==> src/sv/pthc_mul.sv <==
// 64 x 64 multiplier, product modulo 2^64, built from one 32 x 32 multiplier
// used in turn for up to three partial products. Standalone; no package use.
`timescale 1ns / 1ps
`default_nettype none

module pthc_mul (
    input  wire logic        clk,
    input  wire logic        rst_n,
    input  wire logic        start,
    input  wire logic        w32,      // only the low 32 product bits are needed
    input  wire logic [63:0] a,
    input  wire logic [63:0] b,
    output logic             done,
    output logic [63:0]      p
);

    logic        busy_reg;
    logic [1:0]  cnt_reg;
    logic        done_reg;
    logic        w_reg;
    logic [63:0] a_reg;
    logic [63:0] b_reg;
    logic [63:0] prod_reg;
    logic [63:0] acc_reg;
    logic [31:0] mul_a;
    logic [31:0] mul_b;
    logic [63:0] mul_p;

    // lo*lo, then lo*hi, then hi*lo
    assign mul_a = (cnt_reg == 2'd2) ? a_reg[63:32] : a_reg[31:0];
    assign mul_b = (cnt_reg == 2'd1) ? b_reg[63:32] : b_reg[31:0];
    assign mul_p = mul_a * mul_b;

    always_ff @(posedge clk or negedge rst_n)
    begin
        if (!rst_n)
        begin
            busy_reg <= 1'b0;
            cnt_reg  <= 2'd0;
            done_reg <= 1'b0;
        end
        else
        begin
            done_reg <= 1'b0;
            if (start)
            begin
                busy_reg <= 1'b1;
                cnt_reg  <= 2'd0;
            end
            else if (busy_reg)
            begin
                cnt_reg <= cnt_reg + 2'd1;
                if ((cnt_reg == 2'd3) || ((cnt_reg == 2'd1) && w_reg))
                begin
                    busy_reg <= 1'b0;
                    done_reg <= 1'b1;
                end
            end
        end
    end

    always_ff @(posedge clk)
    begin
        if (start)
        begin
            a_reg <= a;
            b_reg <= b;
            w_reg <= w32;
        end
        else if (busy_reg)
        begin
            prod_reg <= mul_p;
            case (cnt_reg)
                2'd0:    acc_reg <= acc_reg;
                2'd1:    acc_reg <= prod_reg;
                default: acc_reg[63:32] <= acc_reg[63:32] + prod_reg[31:0];
            endcase
        end
    end

    assign done = done_reg;
    assign p    = acc_reg;

endmodule

`default_nettype wire

==> config.mk <==
export PLATFORM = sky130hd
export DESIGN_NAME = pthc_mul
export DESIGN_NICKNAME = d
export VERILOG_FILES = /design/src/sv/pthc_mul.sv
export SDC_FILE = /design/constraint.sdc
export NUM_CORES = 2
export LEC_CHECK = 0
export ABC_AREA = 1
export BUFFER_PORTS_ARGS = -buffer_cell sky130_fd_sc_hd__buf_2
export CAP_MARGIN = 20
export CORE_MARGIN = 3
export CORE_UTILIZATION = 43
export CTS_CLUSTER_DIAMETER = 200
export DETAILED_ROUTE_END_ITERATION = 10
export SETUP_SLACK_MARGIN = 0.4
export SYNTH_ARGS = -nofsm -noshare
export SYNTH_HDL_FRONTEND = slang
export SYNTH_SLANG_ARGS = --single-unit
==> constraint.sdc <==
create_clock -name clk -period 7.24 [get_ports clk]
set_input_delay 1.448 -clock clk [delete_from_list [all_inputs] [get_ports clk]]
set_output_delay 1.448 -clock clk [all_outputs]
set_load 0.01 [all_outputs]
==> results.cfg <==
[cells_and_area]
final_nets = 7511
area_delta_synth_final_pct = 27.0
drive_above_1_share = 0.266

[detailed_routing]
antenna_left = 0
drt-total-wl_um = 155000
drtPass1Iterations = 6
drtIter0Drc = 2715
viasPerCell = 4.98
wl_per_cell_um = 20.3
vias = 37800
drc = 0

[global_routing]
grtUsageMet3 = 0.0424
busiest_layer = met2
grt_max_degree = 107
grt_first_pass_wirelength_um = 235000
track_usage = 0.280
met1_usage = 0.366
grt_pass1_vias = 39900
use_met2 = 0.467
antenna_found_initial = 1
overflow = 0

[min_path]
hold_class = reg -> reg

[logic_synthesis]
synthTopCellsByArea = fa_1, edfxtp_1, inv_1, nand2_1, ha_1
post-synth-top-count-cell = inv_1
avgSynthCellArea_um2 = 8.44
ys_seq_elements = 261
ys.warnings.count = 0
synth_edf_count = 257
ys_async_sr_fraction = 0.0153
netlist_instances = 5462
ys_seq_area_frac = 0.170
synth_top_flop_cell = edfxtp_1
synth_top_area_share = 0.389
synth_area_mm2 = 0.0461
synth_cell_types = 38
syn_nets = 6789
yosys-top-cells-count = inv_1, nand2_1, fa_1
synth_top_area_cell = fa_1

[timing]
final-setup-viol-count = 41
fin_ws_ns = -0.348
slew_violations = 0
slew_headroom = 0.301
rsz0062_at_grt = yes
hold_viol = 0
finalSetupTns_ns = -9.74
tightest_slew_ns = 1.05
period_share = 1.05
fmax_mhz = 132
finalCriticalPeriod_ns = 7.59
clock_skew_ns = 0.0271

[die]
coreArea_mm2 = 0.106
rows = 119
die_width_um = 333
die_y_um = 333
dieArea_mm2 = 0.111
start_util = 0.436
io_pins = 197

[critical_path]
critPathKind = reg -> reg
start_kind = flop
critPathMaxFanout = 8
cp_data_arrival_time_ns = 7.94
cpPeakStageDelay_ns = 0.57
required_ns = 7.59
crit_top_cell = fa_1
reg2reg_slack_ns = -0.35
endpoint_kind = flop
cp_slowest_cell = fa_1

[place]
place_ws_ns = -0.581
dp_hpwl_um = 130000
place.gp.congestion = 0.978
port_buffers = 196

[clock_network]
h-tree-depth = 1
clk_pin_slew_ns = 0.06
cts_buffer_depth = 3
worstSkewPairLatency_ns = 0.63
numCtsBuffers = 31
cts_root_buffer = clkbuf_16
cts_tree = done
clkSinkCount = 261
hold_buffers = 0

[job]
maxCapViolations = 0

[outcome]
outcome = complete, but fails checks
violations = negative setup slack
through the flow:
stage	instance area, µm²	instances	hold slack [ns]	utilization
global placement	53000	7403	0.479	0.501
CTS	56000	7513	0.488	0.529
global route	58600	7600	0.498	0.553
finish	58600	7602	0.493	0.553
floorplan	46500	5462	0.431	-
detailed placement	53000	7403	0.480	0.501
layout make-up:
class / count / area, µm²
antenna: 2 / 5.00
clock buffer: 35 / 791
clock inverter: 23 / 304
fill: 9531 / 47300
inverter: 1412 / 5440
multi-input combinational: 3620 / 34800
sequential: 261 / 7820
tap: 1391 / 1740
timing repair buffer: 856 / 7680
timing repair inverter: 2 / 15.0
routing by layer:
metal	vias to the layer above	share of wire
met5	-	0
met4	0	0.052
met3	325	0.077
met2	1440	0.47
met1	18800	0.40
li1	17200	-
logic make-up (layout without fill, tap and decap cells):
family,after synthesis,in the layout,share of synthesized area
AND/OR/NAND/NOR,2216,2216,0.191
buffers and inverters,1581,2328,0.135
adder cells (fa/ha/maj),1195,1195,0.470
flip-flops,261,261,0.170
AO/OA/AOI/OAI,165,165,0.0253
XOR/XNOR,44,44,0.00836
other,0,2,0
what timing repair did:
action                     CTS  global route
resized for setup          304           544
cloned                       4             4
setup buffers               48            83
setup endpoints to repair   54            54
pin swaps                   47           233
final timing paths:
kind,startpoint,to,cells past startpoint
setup / recovery,cnt_reg[0]$_DFFE_PN0P_,prod_reg[54]$_DFFE_PP_,29
hold / removal,prod_reg[25]$_DFFE_PP_,p[25]$_DFFE_PP_,0
setup reg to reg,cnt_reg[0]$_DFFE_PN0P_,prod_reg[54]$_DFFE_PP_,29
hold reg to reg,prod_reg[25]$_DFFE_PP_,p[25]$_DFFE_PP_,0
max in group asynchronous,rst_n,cnt_reg[1]$_DFFE_PN0P_,1
min in group asynchronous,rst_n,done$_DFF_PN0_,1
placed cells by master, fill, tap and decap left out, types with 6 or more instances in the layout:
cell type  synthesis  layout
inv_1           1347    1269
nand2_1         1326    1144
fa_1             897     839
nor2_1           689     578
buf_4             11     456
edfxtp_1         257     257
ha_1             298     246
buf_2            129     196
nand2_2           25     165
inv_2             64     105
buf_12             0      93
buf_6             12      88
nand3_1           90      77
nor2_2            15      76
nor2_4            10      60
fa_2               0      58
ha_4               0      48
o21ai_4           14      45
nand2_4            0      38
a21oi_1           68      38
clkbuf_16          0      33
a21oi_2            0      24
inv_4              1      23
o21ai_2           38      20
xor2_1            31      19
buf_8              1      17
o21ai_0           18      16
nor3_1            16      14
nand4_1           13      13
xnor2_1           13      12
nand3_2            5      12
xor2_2             0      10
clkinv_4           0       9
inv_6              0       9
o21bai_1          11       9
nor3_2             7       7
nand3_4            0       6
or2_2              6       6
a21oi_4            0       6
bufinv_16          0       6
critical path: cells and delay by family, from the launching register on:
| family | cells | cell delay (ns) |
|---|---|---|
| AOI/OAI and AO/OA | 1 | 0.24 |
| buffers and inverters | 10 | 1.10 |
| DFF | 1 | 0.44 |
| adders and majority gates | 10 | 4.53 |
| and+or+nand+nor | 8 | 0.98 |
Power is not shown: default switching activity piles up to over one toggle a cycle in this logic, so the estimate is an artifact.
