<file path="src/sv/pthc_div.sv">
// Signed 64-bit divider, one quotient bit per cycle (restoring), quotient
// truncated toward zero. Divisor must be nonzero. Standalone.
`timescale 1ns / 1ps
`default_nettype none

module pthc_div (
    input  wire logic        clk,
    input  wire logic        rst_n,
    input  wire logic        start,
    input  wire logic [63:0] n,
    input  wire logic [63:0] d,
    output logic             done,
    output logic [63:0]      q
);

    logic        busy_reg;
    logic [5:0]  cnt_reg;
    logic        done_reg;
    logic        neg_reg;
    logic [63:0] md_reg;
    logic [63:0] rem_reg;
    logic [63:0] q_reg;
    logic [64:0] rem_sh;
    logic [64:0] diff;

    assign rem_sh = {rem_reg, q_reg[63]};
    assign diff   = rem_sh - {1'b0, md_reg};

    always_ff @(posedge clk or negedge rst_n)
    begin
        if (!rst_n)
        begin
            busy_reg <= 1'b0;
            cnt_reg  <= 6'd0;
            done_reg <= 1'b0;
        end
        else
        begin
            done_reg <= 1'b0;
            if (start)
            begin
                busy_reg <= 1'b1;
                cnt_reg  <= 6'd0;
            end
            else if (busy_reg)
            begin
                cnt_reg <= cnt_reg + 6'd1;
                if (cnt_reg == 6'd63)
                begin
                    busy_reg <= 1'b0;
                    done_reg <= 1'b1;
                end
            end
        end
    end

    always_ff @(posedge clk)
    begin
        if (start)
        begin
            // the most negative value maps onto itself, read as unsigned 2^63
            q_reg   <= n[63] ? (64'd0 - n) : n;
            md_reg  <= d[63] ? (64'd0 - d) : d;
            neg_reg <= n[63] ^ d[63];
            rem_reg <= 64'd0;
        end
        else if (busy_reg)
        begin
            if (!diff[64])
            begin
                rem_reg <= diff[63:0];
                q_reg   <= {q_reg[62:0], 1'b1};
            end
            else
            begin
                rem_reg <= rem_sh[63:0];
                q_reg   <= {q_reg[62:0], 1'b0};
            end
        end
    end

    assign done = done_reg;
    assign q    = neg_reg ? (64'd0 - q_reg) : q_reg;

endmodule

`default_nettype wire

</file>
<file path="config.mk">
export PLATFORM = sky130hd
export DESIGN_NAME = pthc_div
export DESIGN_NICKNAME = d
export VERILOG_FILES = /design/src/sv/pthc_div.sv
export SDC_FILE = /design/constraint.sdc
export NUM_CORES = 1
export LEC_CHECK = 0
export BUFFER_PORTS_ARGS = -buffer_cell sky130_fd_sc_hd__buf_2
export CAP_MARGIN = 10
export CELL_PAD_IN_SITES_DETAIL_PLACEMENT = 1
export CELL_PAD_IN_SITES_GLOBAL_PLACEMENT = 2
export CORE_MARGIN = 3
export CORE_UTILIZATION = 30
export DETAILED_ROUTE_END_ITERATION = 8
export MAX_ROUTING_LAYER = met4
export PLACE_DENSITY = 0.73
export SLEW_MARGIN = 25
export SYNTH_ARGS = -nofsm -noshare
export SYNTH_HDL_FRONTEND = slang
export SYNTH_SLANG_ARGS = --single-unit
</file>
<file path="constraint.sdc">
create_clock -name clk -period 7.1 [get_ports clk]
set_input_delay 0.355 -clock clk [delete_from_list [all_inputs] [get_ports clk]]
set_output_delay 0.355 -clock clk [all_outputs]
set_load 0.1 [all_outputs]
</file>
==> impl_results.html <==
<table>
<tr><th>Metric</th><th>Value</th></tr>
<tr><th colspan="2">Critical path</th></tr>
<tr><td>Series of cell instances along the critical path</td><td>or4_4 -&gt; or4_1 -&gt; or4_1 -&gt; or2_1 -&gt; nor2_1 -&gt; nand3_1 -&gt; or4_4 -&gt; or3_4 -&gt; o41ai_2 -&gt; xnor2_1 -&gt; buf_2</td></tr>
<tr><td>Category of cells accounting for the largest share of critical-path delay</td><td>simple AND/OR/NAND/NOR gates</td></tr>
<tr><td>CP Capture Type</td><td>primary output</td></tr>
<tr><td>Data arrival, critical path</td><td>5.17 ns</td></tr>
<tr><td>Bufs and invs on worst path</td><td>1</td></tr>
<tr><td>Reg2Reg Setup Slack</td><td>roughly 2.4 ns</td></tr>
<tr><td>Length in cells of the worst reg-to-reg path</td><td>13</td></tr>
<tr><td>Largest fanout on the critical path</td><td>5</td></tr>
<tr><td>Delay of the slowest cell on the worst path</td><td>around 0.58 ns</td></tr>
<tr><td>Crit Path Category</td><td>flip-flop to primary output</td></tr>
<tr><td>Number of stages on the worst setup path</td><td>11</td></tr>
<tr><td>Nature of the critical path startpoint</td><td>flip-flop</td></tr>
<tr><td>Required time worst endpoint</td><td>6.74 ns</td></tr>
<tr><td>Slowest stage cell on the critical path</td><td>sky130_fd_sc_hd__or4_4</td></tr>
<tr><td>Worst r2r src</td><td>q_reg[63]</td></tr>
<tr><td>End of the worst register-to-register path</td><td>rem_reg[6]</td></tr>
<tr><th colspan="2">Synthesis</th></tr>
<tr><td>Adder-Cell Fraction of Synth Area</td><td>5.560%</td></tr>
<tr><td>Seq cells post-synth</td><td>between 200 and 250</td></tr>
<tr><td>Fraction of synthesized area in multiplexers</td><td>1.486%</td></tr>
<tr><td>Area fraction in compound gates after synthesis</td><td>a little over a fifth</td></tr>
<tr><td>Post-synth top area cell</td><td>sky130_fd_sc_hd__edfxtp_1</td></tr>
<tr><td>Part of the Yosys area used for sequential elements</td><td>34.19%</td></tr>
<tr><td>Avg Synthesized Cell Area</td><td>8.390 µm²</td></tr>
<tr><td>Number of library cell types mapped by synthesis</td><td>72</td></tr>
<tr><td>Post-synthesis net count</td><td>2067</td></tr>
<tr><td>Async set-reset flop share out of synthesis</td><td>3.980%</td></tr>
<tr><td>Most used flip-flop cell after synthesis</td><td>sky130_fd_sc_hd__edfxtp_1</td></tr>
<tr><td>Cell count after synthesis</td><td>1867</td></tr>
<tr><td>Number of enable flip-flop cells after synthesis</td><td>129</td></tr>
<tr><td>Synth top area share</td><td>about a quarter</td></tr>
<tr><td>Post-synthesis share of cell area spent on and, or, nand and nor gates</td><td>19.10%</td></tr>
<tr><td>Cell Area, Synth</td><td>15660 µm²</td></tr>
<tr><td>Top cell types by occurrence after synthesis</td><td>sky130_fd_sc_hd__nand2_1 (216), sky130_fd_sc_hd__nor2_1 (177), sky130_fd_sc_hd__xnor2_1 (166)</td></tr>
<tr><td>Leading cell types by total area after synthesis</td><td>sky130_fd_sc_hd__edfxtp_1 (25%), sky130_fd_sc_hd__xnor2_1 (9.3%), sky130_fd_sc_hd__dfxtp_1 (8.2%)</td></tr>
<tr><td>Most frequent cell after synthesis</td><td>sky130_fd_sc_hd__nand2_1</td></tr>
<tr><td>Xor-xnor portion of the synthesized cell area</td><td>between 10 and 15%</td></tr>
<tr><td>Largest family of logic cells by synthesized area</td><td>compound AO/OA/AOI/OAI gates</td></tr>
<tr><td>Yosys warns</td><td>0</td></tr>
<tr><th colspan="2">CTS</th></tr>
<tr><td>Clock net sink count</td><td>201</td></tr>
<tr><td>CTS clk-pin slew, worst paths</td><td>roughly 0.06 ns</td></tr>
<tr><td>Hold_buf cts</td><td>1</td></tr>
<tr><td>Clock tree root driver cell</td><td>sky130_fd_sc_hd__clkbuf_16</td></tr>
<tr><td>Later-pin clock latency in the skew report</td><td>0.56 ns</td></tr>
<tr><td>Maximum root-to-sink buffer count</td><td>3</td></tr>
<tr><td>Htree depth</td><td>1</td></tr>
<tr><td>Postcts setup bufs</td><td>0</td></tr>
<tr><td>TritonCTS clock tree</td><td>built</td></tr>
<tr><td>Cts repair resizes</td><td>0</td></tr>
<tr><td>TritonCTS Buffers</td><td>26</td></tr>
<tr><th colspan="2">Die</th></tr>
<tr><td>Initial Utilization</td><td>between 30% and 40%</td></tr>
<tr><td>Core region area</td><td>51510 µm²</td></tr>
<tr><td>Floorplan die width</td><td>234.5 µm</td></tr>
<tr><td>Overall die height</td><td>234.5 µm</td></tr>
<tr><td>DIE AREA</td><td>about 55000 µm²</td></tr>
<tr><td>Number of core rows</td><td>83</td></tr>
<tr><td>Total I/O pin count</td><td>196</td></tr>
<tr><th colspan="2">Route</th></tr>
<tr><td>Total routed wirelength</td><td>49070 µm</td></tr>
<tr><td>DRT Pass-1 Iters</td><td>5</td></tr>
<tr><td>Initial drt markers</td><td>around 800</td></tr>
<tr><td>Average vias per placed instance</td><td>5.238</td></tr>
<tr><td>Post-detailed-route wirelength per cell</td><td>18.14 µm</td></tr>
<tr><td>Antenna viol nets, final</td><td>0</td></tr>
<tr><td>Remaining design rule violation count</td><td>0</td></tr>
<tr><td>Count of vias placed by the detailed router</td><td>14169</td></tr>
<tr><th colspan="2">Global route</th></tr>
<tr><td>Vias in the first global route</td><td>around 15000</td></tr>
<tr><td>GR Overflow Total</td><td>0</td></tr>
<tr><td>Pin count of the biggest net entering global routing</td><td>approximately 170</td></tr>
<tr><td>Number of antenna violations at the first check in global routing</td><td>0</td></tr>
<tr><td>GRT Resource Usage Total</td><td>17.83%</td></tr>
<tr><td>Global-route wire length before repair</td><td>77840 µm</td></tr>
<tr><th colspan="2">Placed design</th></tr>
<tr><td>Port bufs</td><td>195</td></tr>
<tr><td>Placed cell count</td><td>2656</td></tr>
<tr><td>HPWL after detailed placement</td><td>about 37000 µm</td></tr>
<tr><td>Final weighted congestion in routability-driven placement</td><td>0.8439</td></tr>
<tr><th colspan="2">Pwr</th></tr>
<tr><td>Worst-case vdd ir drop</td><td>0.0001835 V</td></tr>
<tr><td>Switching power</td><td>3100 µW</td></tr>
<tr><td>Clock share of power</td><td>around a fifth</td></tr>
<tr><td>Internal power contribution</td><td>3431 µW</td></tr>
<tr><td>Switching share of total power</td><td>47.47%</td></tr>
<tr><td>Relative contribution of sequential cells to total power</td><td>between 20% and 30%</td></tr>
<tr><td>Share of total power in combinational logic</td><td>52.0%</td></tr>
<tr><td>Power density of the placed cells</td><td>359.8 nW/µm²</td></tr>
<tr><td>Leak Pwr</td><td>0.006917 µW</td></tr>
<tr><th colspan="2">Job</th></tr>
<tr><td>Number of violations of the max-capacitance limit</td><td>0</td></tr>
<tr><th colspan="2">Final layout</th></tr>
<tr><td>Proportion of layout cells with a drive suffix above 1</td><td>14.52%</td></tr>
<tr><td>Area growth from synthesis to final layout</td><td>15.87%</td></tr>
<tr><td>Final net count</td><td>between 2000 and 2500</td></tr>
<tr><td>Ant. Diodes</td><td>0</td></tr>
<tr><td>Count of placed standard cells in the final layout, fillers left out</td><td>2705</td></tr>
<tr><td>Number of inserted filler cells in the final layout</td><td>6126</td></tr>
<tr><th colspan="2">Worst hold path</th></tr>
<tr><td>Number of cells on the worst hold path</td><td>1</td></tr>
<tr><td>Worst hold start</td><td>d[0]</td></tr>
<tr><td>Hold Crit Class</td><td>primary input to flip-flop</td></tr>
<tr><td>Hold-critical path endpoint</td><td>md_reg[0]</td></tr>
<tr><th colspan="2">Timing</th></tr>
<tr><td>Peak clock frequency supported by timing</td><td>approximately 0.18 GHz</td></tr>
<tr><td>Slew of the pin with the lowest slew margin</td><td>0.8954 ns</td></tr>
<tr><td>Worst Clk Skew</td><td>0.01741 ns</td></tr>
<tr><td>Clock period minus final worst setup slack</td><td>between 5 and 6 ns</td></tr>
<tr><td>Relative slew slack</td><td>40.31%</td></tr>
<tr><td>Setup-violating endpoint count in the final report</td><td>0</td></tr>
<tr><td>Period utilization</td><td>77.78%</td></tr>
<tr><td>Post-route setup TNS</td><td>0 ns</td></tr>
<tr><td>Number of max-slew violations in the final report</td><td>0</td></tr>
<tr><td>Count of endpoints failing hold in the final timing report</td><td>0</td></tr>
<tr><td>Setup repair after global routing missed its margin</td><td>false</td></tr>
<tr><th colspan="2">Run status</th></tr>
<tr><td>Run status</td><td>complete, no violations</td></tr>
</table>
[per-stage QoR]
| stage | util (%) | hold WS [ns] | power, µW | setup slack, ns | instance area, µm² |
|---|---|---|---|---|---|
| floorplan | - | 0.05941 | 4317 | 2.429 | 15660 |
| global placement | 33.47 | 0.2079 | 5112 | 2.128 | 17240 |
| detailed placement | 33.48 | 0.2071 | 5170 | 2.178 | 17250 |
| CTS | 35.24 | 0.07218 | 6611 | 1.554 | 18150 |
| global route | 35.24 | 0.06772 | 7020 | 1.316 | 18150 |
| finish | 35.24 | 0.1031 | 6531 | 1.578 | 18150 |
[worst register-to-register path: cells and delay by family (launching register included)]
family / cells / cell delay (ns)
XOR/XNOR: 1 / 0.59
flip-flops: 1 / 0.42
buffers and inverters: 2 / 0.64
adder cells (fa/ha/maj): 2 / 0.60
AND/OR/NAND/NOR: 2 / 0.36
AO/OA/AOI/OAI: 6 / 2.00
[layout make-up]
class / instances / area (µm²) / share of cell area, %
multi-input cells: 1478 / 9617 / 52.98
clock buffers: 32 / 704.4 / 3.881
inverters: 91 / 341.6 / 1.882
clock inverters: 16 / 187.7 / 1.034
flip-flops and latches: 201 / 5359 / 29.53
repair buffers: 207 / 1090 / 6.004
well taps: 680 / 850.8 / 4.688
[per-layer routing]
layer | up-vias | wire length (µm) | GRT usage, %
met2 | 236 | 23310 | 30.19
met5 | - | 0 | -
met3 | 51 | 1986 | 1.839
met1 | 6840 | 22980 | 23.22
li1 | 7042 | - | -
met4 | 0 | 793 | 3.536
[how the worst max path moves through the flow]
stage | start | to | slack (ns)
after floorplan | q_reg[15] | q[57] | 2.43
after global placement | q_reg[15] | q[63] | 2.13
after detailed placement | q_reg[15] | q[63] | 2.18
after CTS | q_reg[15] | q[63] | 1.55
after global routing | q_reg[14] | q[63] | 1.32
final | q_reg[15] | q[63] | 1.58
[power by group through the flow]
stage / Combinational (µW) / Clock [µW] / Sequential [µW]
3_3_place_gp: 3350 / 0 / 1760
5_1_grt: 3740 / 1500 / 1790
6_report: 3390 / 1390 / 1750
2_1_floorplan: 2630 / 0 / 1690
4_1_cts: 3420 / 1440 / 1750
3_5_place_dp: 3400 / 0 / 1770
[cell families after synthesis]
kind of cell / count (synthesis)
mux: 22
flops: 201
xor+xnor: 247
simple gates: 621
fa+ha+maj: 69
compound gates: 519
buf+inv: 188
[layout by cell type, fill, tap and decap left out, types with 8 or more instances in the layout]
cell type,n
sky130_fd_sc_hd__nand4_1,34
sky130_fd_sc_hd__a21oi_1,157
sky130_fd_sc_hd__o41ai_1,29
sky130_fd_sc_hd__buf_2,194
sky130_fd_sc_hd__clkinv_2,8
sky130_fd_sc_hd__nor4_1,8
sky130_fd_sc_hd__xor2_1,80
sky130_fd_sc_hd__nor2_1,177
sky130_fd_sc_hd__nor2b_1,9
sky130_fd_sc_hd__or3_1,42
sky130_fd_sc_hd__o21ai_0,126
sky130_fd_sc_hd__mux2_2,10
sky130_fd_sc_hd__nand3_1,17
sky130_fd_sc_hd__a31oi_1,10
sky130_fd_sc_hd__a21o_1,22
sky130_fd_sc_hd__o31ai_1,48
sky130_fd_sc_hd__xnor2_1,165
sky130_fd_sc_hd__nand2_1,216
sky130_fd_sc_hd__buf_4,10
sky130_fd_sc_hd__or2_2,10
sky130_fd_sc_hd__mux2i_1,12
sky130_fd_sc_hd__nand2b_1,20
sky130_fd_sc_hd__dfxtp_1,64
sky130_fd_sc_hd__o21bai_1,21
sky130_fd_sc_hd__inv_1,90
sky130_fd_sc_hd__clkbuf_16,27
sky130_fd_sc_hd__a211oi_1,23
sky130_fd_sc_hd__edfxtp_1,129
sky130_fd_sc_hd__nor3_1,23
sky130_fd_sc_hd__or4_1,26
sky130_fd_sc_hd__a311oi_1,42
sky130_fd_sc_hd__ha_1,68
(Power assumes the default switching activity.)
